`src/sv/lsq_pkg.sv`:
```
// Shared types and constants for the largest all-ones square block.
// No dependencies; imported by every module of the block.
package lsq_pkg;

   localparam int MAX_DIM = 128;
   localparam int IDX_W = $clog2(MAX_DIM);
   localparam int SIDE_W = $clog2(MAX_DIM + 1);
   localparam int POS_W = SIDE_W + 1;
   localparam int AREA_W = $clog2(MAX_DIM * MAX_DIM + 1);
   localparam int CFG_W = 8;
   localparam int CSR_DATA_W = 32;
   localparam int CSR_ADDR_W = 3;
   localparam int QUEUE_DEPTH = 2;
   localparam int QPTR_W = $clog2(QUEUE_DEPTH);
   localparam int QCNT_W = $clog2(QUEUE_DEPTH + 1);

   // Register select: paddr[2] picks the word.
   localparam logic CSR_ROW_COUNT = 1'b0;
   localparam logic CSR_COL_COUNT = 1'b1;

   typedef struct packed {
      logic              raised;
      logic              first_row;
      logic              first_col;
      logic              last_grid;
      logic [IDX_W-1:0]  slot;
   } lsq_item_type;

endpackage

```
`src/sv/largest_ones_square.sv`:
```
// Largest all-ones square: a grid's last cell passes the queue, memory read,
// recurrence and square registers before rsp_valid rises. Throughput one cell
// per cycle unless a stalled result holds a grid's last cell; the previous-row
// memory reads one slot and writes one slot per cycle. Reset is synchronous,
// active high: it clears the position, best side, queue and result, and sets
// both counts to one. The previous-row memory is not cleared; the first row ignores it.
module largest_ones_square (
   input  logic                             clock,
   input  logic                             reset,
   // cell input channel
   input  logic                             req_valid,
   output logic                             req_stall,
   input  logic                             req_cell_req,
   // result channel
   output logic                             rsp_valid,
   input  logic                             rsp_stall,
   output logic [lsq_pkg::AREA_W-1:0]       rsp_best_area,
   output logic [lsq_pkg::SIDE_W-1:0]       rsp_best_edge,
   // register port
   input  logic                             csr_psel,
   input  logic                             csr_penable,
   input  logic                             csr_pwrite,
   input  logic [lsq_pkg::CSR_ADDR_W-1:0]   csr_paddr,
   input  logic [lsq_pkg::CSR_DATA_W-1:0]   csr_pwdata,
   output logic [lsq_pkg::CSR_DATA_W-1:0]   csr_prdata,
   output logic                             csr_pready
);
   import lsq_pkg::*;

   logic [CFG_W-1:0] row_count_ff, row_count_in;
   logic [CFG_W-1:0] col_count_ff, col_count_in;
   logic             csr_write;
   logic             push, pop, queue_full, queue_empty;
   lsq_item_type     push_item, head_item;

   // Register port: zero wait states, the access phase completes the transfer.
   assign csr_pready = 1'b1;
   assign csr_write  = csr_psel && csr_penable && csr_pwrite && csr_pready;

   always_comb begin
      row_count_in = row_count_ff;
      col_count_in = col_count_ff;
      if (csr_write) begin
         unique case (csr_paddr[2])
            CSR_ROW_COUNT: row_count_in = csr_pwdata[CFG_W-1:0];
            CSR_COL_COUNT: col_count_in = csr_pwdata[CFG_W-1:0];
            default: ;
         endcase
      end
   end

   // Read back the raw stored value, not the clamped one.
   always_comb begin
      unique case (csr_paddr[2])
         CSR_ROW_COUNT: csr_prdata = CSR_DATA_W'(row_count_ff);
         CSR_COL_COUNT: csr_prdata = CSR_DATA_W'(col_count_ff);
         default:       csr_prdata = '0;
      endcase
   end

   always_ff @(posedge clock) begin
      if (reset) begin
         row_count_ff <= CFG_W'(1);
         col_count_ff <= CFG_W'(1);
      end else begin
         row_count_ff <= row_count_in;
         col_count_ff <= col_count_in;
      end
   end

   // Front end: take a cell whenever the queue has room and tag its position.
   lsq_front u_front (
      .clock        (clock),
      .reset        (reset),
      .req_valid    (req_valid),
      .req_stall    (req_stall),
      .req_cell_req (req_cell_req),
      .row_count    (row_count_ff),
      .col_count    (col_count_ff),
      .queue_full   (queue_full),
      .push         (push),
      .push_item    (push_item)
   );

   // Queue: lets the front keep taking cells while a result waits downstream.
   lsq_queue u_queue (
      .clock     (clock),
      .reset     (reset),
      .push      (push),
      .push_item (push_item),
      .full      (queue_full),
      .pop       (pop),
      .empty     (queue_empty),
      .head_item (head_item)
   );

   // Back end: previous-row lookup, recurrence, best side, result transfer.
   lsq_back u_back (
      .clock         (clock),
      .reset         (reset),
      .queue_empty   (queue_empty),
      .head_item     (head_item),
      .pop           (pop),
      .rsp_valid     (rsp_valid),
      .rsp_stall     (rsp_stall),
      .rsp_best_area (rsp_best_area),
      .rsp_best_edge (rsp_best_edge)
   );

endmodule

```
`src/sv/lsq_front.sv`:
```
// Front end: accepts cells, tracks the grid position and tags each cell.
// Depends on lsq_pkg.
module lsq_front (
   input  logic                        clock,
   input  logic                        reset,
   input  logic                        req_valid,
   output logic                        req_stall,
   input  logic                        req_cell_req,
   input  logic [lsq_pkg::CFG_W-1:0]   row_count,
   input  logic [lsq_pkg::CFG_W-1:0]   col_count,
   input  logic                        queue_full,
   output logic                        push,
   output lsq_pkg::lsq_item_type       push_item
);
   import lsq_pkg::*;

   logic [IDX_W-1:0]  row_ff, row_in;
   logic [IDX_W-1:0]  col_ff, col_in;
   logic [SIDE_W-1:0] rows_eff, cols_eff;
   logic              last_col, last_row;

   // Treat zero as one, clamp above the grid limit.
   always_comb begin
      if (row_count == '0) begin
         rows_eff = SIDE_W'(1);
      end else if (32'(row_count) > 32'(MAX_DIM)) begin
         rows_eff = SIDE_W'(MAX_DIM);
      end else begin
         rows_eff = SIDE_W'(row_count);
      end
      if (col_count == '0) begin
         cols_eff = SIDE_W'(1);
      end else if (32'(col_count) > 32'(MAX_DIM)) begin
         cols_eff = SIDE_W'(MAX_DIM);
      end else begin
         cols_eff = SIDE_W'(col_count);
      end
   end

   assign last_col = (POS_W'(col_ff) + POS_W'(1)) >= POS_W'(cols_eff);
   assign last_row = (POS_W'(row_ff) + POS_W'(1)) >= POS_W'(rows_eff);

   assign req_stall = queue_full;
   assign push      = req_valid && !queue_full;

   always_comb begin
      push_item.raised    = req_cell_req;
      push_item.first_row = (row_ff == '0);
      push_item.first_col = (col_ff == '0);
      push_item.last_grid = last_col && last_row;
      push_item.slot      = col_ff;
   end

   always_comb begin
      row_in = row_ff;
      col_in = col_ff;
      if (push) begin
         if (last_col) begin
            col_in = '0;
            row_in = last_row ? '0 : row_ff + IDX_W'(1);
         end else begin
            col_in = col_ff + IDX_W'(1);
         end
      end
   end

   always_ff @(posedge clock) begin
      if (reset) begin
         row_ff <= '0;
         col_ff <= '0;
      end else begin
         row_ff <= row_in;
         col_ff <= col_in;
      end
   end

endmodule

```
`src/sv/lsq_queue.sv`:
```
// Short FIFO of tagged cells between the front and back ends.
// Depends on lsq_pkg.
module lsq_queue (
   input  logic                   clock,
   input  logic                   reset,
   input  logic                   push,
   input  lsq_pkg::lsq_item_type  push_item,
   output logic                   full,
   input  logic                   pop,
   output logic                   empty,
   output lsq_pkg::lsq_item_type  head_item
);
   import lsq_pkg::*;

   lsq_item_type      entry_ff [QUEUE_DEPTH];
   logic [QPTR_W-1:0] wr_ptr_ff, wr_ptr_in;
   logic [QPTR_W-1:0] rd_ptr_ff, rd_ptr_in;
   logic [QCNT_W-1:0] count_ff, count_in;

   assign full      = (count_ff == QCNT_W'(QUEUE_DEPTH));
   assign empty     = (count_ff == '0);
   assign head_item = entry_ff[rd_ptr_ff];

   always_comb begin
      wr_ptr_in = wr_ptr_ff;
      rd_ptr_in = rd_ptr_ff;
      count_in  = count_ff;
      if (push) begin
         wr_ptr_in = (32'(wr_ptr_ff) == QUEUE_DEPTH - 1) ? '0 : wr_ptr_ff + QPTR_W'(1);
      end
      if (pop) begin
         rd_ptr_in = (32'(rd_ptr_ff) == QUEUE_DEPTH - 1) ? '0 : rd_ptr_ff + QPTR_W'(1);
      end
      if (push && !pop) begin
         count_in = count_ff + QCNT_W'(1);
      end else if (pop && !push) begin
         count_in = count_ff - QCNT_W'(1);
      end
   end

   always_ff @(posedge clock) begin
      if (push) begin
         entry_ff[wr_ptr_ff] <= push_item;
      end
   end

   always_ff @(posedge clock) begin
      if (reset) begin
         wr_ptr_ff <= '0;
         rd_ptr_ff <= '0;
         count_ff  <= '0;
      end else begin
         wr_ptr_ff <= wr_ptr_in;
         rd_ptr_ff <= rd_ptr_in;
         count_ff  <= count_in;
      end
   end

endmodule

```
`src/sv/lsq_back.sv`:
```
// Back end: previous-row memory, min-of-three recurrence, best tracking and
// the result register. Depends on lsq_pkg.
module lsq_back (
   input  logic                          clock,
   input  logic                          reset,
   input  logic                          queue_empty,
   input  lsq_pkg::lsq_item_type         head_item,
   output logic                          pop,
   output logic                          rsp_valid,
   input  logic                          rsp_stall,
   output logic [lsq_pkg::AREA_W-1:0]    rsp_best_area,
   output logic [lsq_pkg::SIDE_W-1:0]    rsp_best_edge
);
   import lsq_pkg::*;

   logic [SIDE_W-1:0] side_mem [MAX_DIM];
   logic [SIDE_W-1:0] up_rd_ff;

   logic              s1_valid_ff, s1_valid_in;
   lsq_item_type      s1_item_ff;
   logic              s1_byp_ff;
   logic [SIDE_W-1:0] s1_byp_side_ff;

   logic [SIDE_W-1:0] left_ff, diag_ff, best_ff, best_in;

   logic              s3_valid_ff, s3_valid_in;
   logic [SIDE_W-1:0] s3_edge_ff;

   logic              rsp_valid_ff, rsp_valid_in;
   logic [AREA_W-1:0] rsp_area_ff;
   logic [SIDE_W-1:0] rsp_edge_ff;

   logic              out_free, s3_free, s2_fire, s1_free;
   logic [SIDE_W-1:0] up, left, diag, m1, m2, side, best_next;
   logic [SIDE_W:0]   sum;

   // Handshake chain, back to front.
   assign out_free = !rsp_valid_ff || !rsp_stall;
   assign s3_free  = !s3_valid_ff || out_free;
   assign s2_fire  = s1_valid_ff && (!s1_item_ff.last_grid || s3_free);
   assign s1_free  = !s1_valid_ff || s2_fire;
   assign pop      = !queue_empty && s1_free;

   // Recurrence on the cell held in stage one.
   always_comb begin
      up   = s1_item_ff.first_row ? '0 : (s1_byp_ff ? s1_byp_side_ff : up_rd_ff);
      left = s1_item_ff.first_col ? '0 : left_ff;
      diag = (s1_item_ff.first_row || s1_item_ff.first_col) ? '0 : diag_ff;
      m1   = (up < left) ? up : left;
      m2   = (m1 < diag) ? m1 : diag;
      sum  = {1'b0, m2} + (SIDE_W+1)'(1);
      if (!s1_item_ff.raised) begin
         side = '0;
      end else if (32'(sum) > MAX_DIM) begin
         side = SIDE_W'(MAX_DIM);
      end else begin
         side = sum[SIDE_W-1:0];
      end
      best_next = (side > best_ff) ? side : best_ff;
   end

   always_comb begin
      best_in = best_ff;
      if (s2_fire) begin
         best_in = s1_item_ff.last_grid ? '0 : best_next;
      end
   end

   assign s1_valid_in  = pop ? 1'b1 : (s2_fire ? 1'b0 : s1_valid_ff);
   assign s3_valid_in  = (s2_fire && s1_item_ff.last_grid) ? 1'b1
                       : (out_free ? 1'b0 : s3_valid_ff);
   assign rsp_valid_in = (s3_valid_ff && out_free) ? 1'b1
                       : (!rsp_stall ? 1'b0 : rsp_valid_ff);

   // Previous-row sides: read on pop, write on fire.
   always_ff @(posedge clock) begin
      if (pop) begin
         up_rd_ff <= side_mem[head_item.slot];
      end
      if (s2_fire) begin
         side_mem[s1_item_ff.slot] <= side;
      end
   end

   // Payload registers. Catch a same-cycle write to the slot being read.
   always_ff @(posedge clock) begin
      if (pop) begin
         s1_item_ff     <= head_item;
         s1_byp_ff      <= s2_fire && (s1_item_ff.slot == head_item.slot);
         s1_byp_side_ff <= side;
      end
      if (s2_fire) begin
         left_ff <= side;
         diag_ff <= up;
      end
      if (s2_fire && s1_item_ff.last_grid) begin
         s3_edge_ff <= best_next;
      end
      if (s3_valid_ff && out_free) begin
         rsp_edge_ff <= s3_edge_ff;
         rsp_area_ff <= AREA_W'(s3_edge_ff * s3_edge_ff);
      end
   end

   always_ff @(posedge clock) begin
      if (reset) begin
         s1_valid_ff  <= 1'b0;
         s3_valid_ff  <= 1'b0;
         rsp_valid_ff <= 1'b0;
         best_ff      <= '0;
      end else begin
         s1_valid_ff  <= s1_valid_in;
         s3_valid_ff  <= s3_valid_in;
         rsp_valid_ff <= rsp_valid_in;
         best_ff      <= best_in;
      end
   end

   assign rsp_valid     = rsp_valid_ff;
   assign rsp_best_area = rsp_area_ff;
   assign rsp_best_edge = rsp_edge_ff;

   a_area_matches_edge: assert property (@(posedge clock) disable iff (reset)
      rsp_valid_ff |-> (rsp_area_ff == AREA_W'(rsp_edge_ff * rsp_edge_ff)))
      else $error("result area does not match edge");

   a_edge_bounded: assert property (@(posedge clock) disable iff (reset)
      rsp_valid_ff |-> (32'(rsp_edge_ff) <= MAX_DIM))
      else $error("result edge beyond grid limit");

   a_best_cleared: assert property (@(posedge clock) disable iff (reset)
      (s2_fire && s1_item_ff.last_grid) |=> (best_ff == '0))
      else $error("best side not cleared after grid end");

   a_no_fire_empty: assert property (@(posedge clock) disable iff (reset)
      s2_fire |-> s1_valid_ff && (32'(best_next) <= MAX_DIM))
      else $error("recurrence fired without a cell or out of range");

endmodule

```
`config.mk`:
```
export PLATFORM = sky130hd
export DESIGN_NAME = largest_ones_square
export DESIGN_NICKNAME = d
export VERILOG_FILES = /design/src/sv/lsq_pkg.sv /design/src/sv/largest_ones_square.sv /design/src/sv/lsq_front.sv /design/src/sv/lsq_queue.sv /design/src/sv/lsq_back.sv
export SDC_FILE = /design/constraint.sdc
export NUM_CORES = 2
export LEC_CHECK = 0
export ABC_AREA = 1
export BUFFER_PORTS_ARGS = -buffer_cell sky130_fd_sc_hd__buf_2
export CAP_MARGIN = 20
export CELL_PAD_IN_SITES_DETAIL_PLACEMENT = 1
export CELL_PAD_IN_SITES_GLOBAL_PLACEMENT = 1
export CORE_UTILIZATION = 30
export CTS_BUF_LIST = sky130_fd_sc_hd__clkbuf_8
export DETAILED_ROUTE_END_ITERATION = 16
export GPL_ROUTABILITY_DRIVEN = 0
export PLACE_DENSITY_LB_ADDON = 0.12
export SYNTH_ARGS = -nofsm -noshare
export SYNTH_HDL_FRONTEND = slang
export SYNTH_SLANG_ARGS = --single-unit
```
`constraint.sdc`:
```
create_clock -name clock -period 9.4 [get_ports clock]
set_input_delay 0.47 -clock clock [delete_from_list [all_inputs] [get_ports clock]]
set_output_delay 0.47 -clock clock [all_outputs]
set_load 0.03 [all_outputs]
```
==> impl_results.md <==
* Seq/Total Area, Yosys at 0.703
* Max Cap Viol at 0
* Yosys cell types at 51
* Vias per cell at 4.98
* Largest area contributor in the netlist: edfxtp_1
* Hpwl dp at 86600 um
* CP Capture Type: flip-flop
* Number of synthesized flops with an enable pin at 1119
* Synth top area cells: edfxtp_1 (68%), o21ai_0 (7.0%), nor2_1 (6.7%)
* Fmax at 0.137 GHz
* Wire length per cell at 23.4 um
* Final ANT Viol Nets at 0
* Drt first pass iters at 5
* Hold Fails Final Rpt at 0
* CTS tree: done
* Final setup vio count at 0
* Bufs on Longest Clock Path at 3
* Largest net degree at the start of global routing at 164
* Total track usage at 0.182
* Width of the chip at 407 um
* Commonest non-fill, non-tap cell in the layout: edfxtp_1
* Number of global-route vias before repair at 33400
* Io pins at 101
* Core ar. at 163000 sq um
* Clk_lat worst skew at 0.91 ns
* CP Launch Type: flip-flop
* DRC Markers at 0
* First-pass GRT wire length at 223000 um
* Most frequent cells in the layout: edfxtp_1 (1119), nor2_1 (870), o21ai_0 (683)
* CTS buffer count at 207
* Grt ovf at 0
* Die height at 407 um
* Root Buffer: clkbuf_8
* Initial DRC count at 1771
* Setup tns final at 0 ns
* Yosys top cell area share at 0.684
* Slew @ Worst Pin at 1.09 ns
* WL final at 152000 um
* CP max stage delay at 0.61 ns
* Asr flop ratio synth at 0
* Port bufs at 48
* CP arrival at 7.94 ns
* Net count, final at 4293
* Starting Density at 0.302
* #FFs+latches synth at 1165
* Std cell rows at 148
* CP most frequent cell: nor2_1
* Run status: complete, no violations
* Clock Sink Count at 1165
* Reg2reg setup slack at 2.08 ns
* DR vias at 32300
* Cell Area, Synth at 49100 sq um
* Setup bufs post-CTS at 0
* Htree depth at 4
* Syn. warnings at 0
* Slowest library cell on the worst path: inv_4
* Slew margin rel. at 0.267
* Crit Path Category: flip-flop to flip-flop
* Hold Path Class: input pin to flip-flop
* Initial antenna violation count at 4
* # fillers at 17700
* Worst hold slack at 0.104 ns
* Post-Syn Instances at 4073
* CP required at 10.02 ns
* Die ar. at 165000 sq um
* Area delta synth->final at 12.9%
* Final max-slew violation count at 0
* CP max FO at 58
* Layout cell share with drive strength beyond 1 at 0.0945
* Synth Flop Type: edfxtp_1
* Reg clk slew, reported paths at 0.06 ns
* Fin crit share at 0.778
* RSZ-0062 raised after global routing: no
* Avg Inst Size Synth at 12.1 sq um
* Crit path time final at 7.32 ns
* Worst Skew at 0.0374 ns
==> cells by family after synthesis <==
family / count (synthesis) / synth area share
DFF: 1165 / 0.703
buffers and inverters: 447 / 0.0367
and+or+nand+nor: 1200 / 0.0972
AOI/OAI and AO/OA: 1131 / 0.129
xor gates and xnor gates: 30 / 0.00535
other: 2 / 0.000153
adders and majority gates: 98 / 0.0288
==> per-layer routing <==
layer / vias up / part of all wire / track usage
met2: 585 / 0.45 / 0.286
met1: 16500 / 0.48 / 0.258
met3: 258 / 0.040 / 0.0294
met5: - / 0 / 0
met4: 0 / 0.025 / 0.0565
li1: 15000 / - / -
==> synth_stat cells (all sizes together), types with 9 or more instances <==
cell type     n
clkbuf      237
nand4        13
nand2       236
xor2         24
o221ai       32
nor2        876
or2           9
fa           25
dfxtp        46
o22ai       288
a21oi        51
o211ai       33
nor3         12
inv         167
nand3        45
buf          36
ha           73
o21ai       692
edfxtp     1119
==> through the flow <==
step | instances | area, sq um | utilization | setup slack (ns)
2_1_floorplan | 4097 | 49200 | - | 2.26
3_3_place_gp | 6099 | 51600 | 0.317 | 2.10
3_5_place_dp | 6099 | 51600 | 0.317 | 2.06
4_1_cts | 6478 | 55400 | 0.341 | 2.04
5_1_grt | 6483 | 55400 | 0.341 | 1.36
6_report | 6483 | 55400 | 0.341 | 2.08
==> flip-flops by register name (all words and copies together) (netlist names), 11 cells and up, named ones only <==
name and cells:
u_back.side_mem 1024, u_back.s1_item_ff 11, u_queue.entry_ff 22, u_back.rsp_best_area 13
==> final cells by class <==
cell class                      instances  area (sq um)  area share
Clock buffer                          211          2900      0.0524
Inverter                              174           698      0.0126
Clock inverter                        153           738      0.0133
Tap cell                             2175          2720      0.0491
Timing Repair Buffer                  119           905      0.0163
Sequential cell                      1165         34500       0.623
Antenna cell                            1          2.50   0.0000451
Multi-Input combinational cell       2485         12900       0.234
==> critical path: cells and delay by family, from the launching register on <==
kind                     cells  cell delay [ns]
adder cells (fa/ha/maj)      4             1.07
buffers and inverters        5             1.31
AO/OA/AOI/OAI                9             1.95
flip-flops                   1             0.54
AND/OR/NAND/NOR             16             2.16
==> worst paths after layout <==
kind                     startpoint                   end  cells after the start
hold / removal           csr_pwrite       col_count_ff[0]                      5
setup / recovery   u_back.s1_byp_ff  u_back.s3_edge_ff[5]                     34
hold reg to reg   u_queue.rd_ptr_ff             flip-flop                      1
setup reg to reg   u_back.s1_byp_ff  u_back.s3_edge_ff[5]                     34
==> repair_timing <==
item,4_1_cts,5_1_grt
hold buffers,15,0
hold endpoints to repair,33,0
setup endpoints to repair,0,0
gates resized for setup,0,0
Power is left out: the tool's default activity adds up to more than one toggle a clock period on the data nets, which glitch-free logic cannot reach.
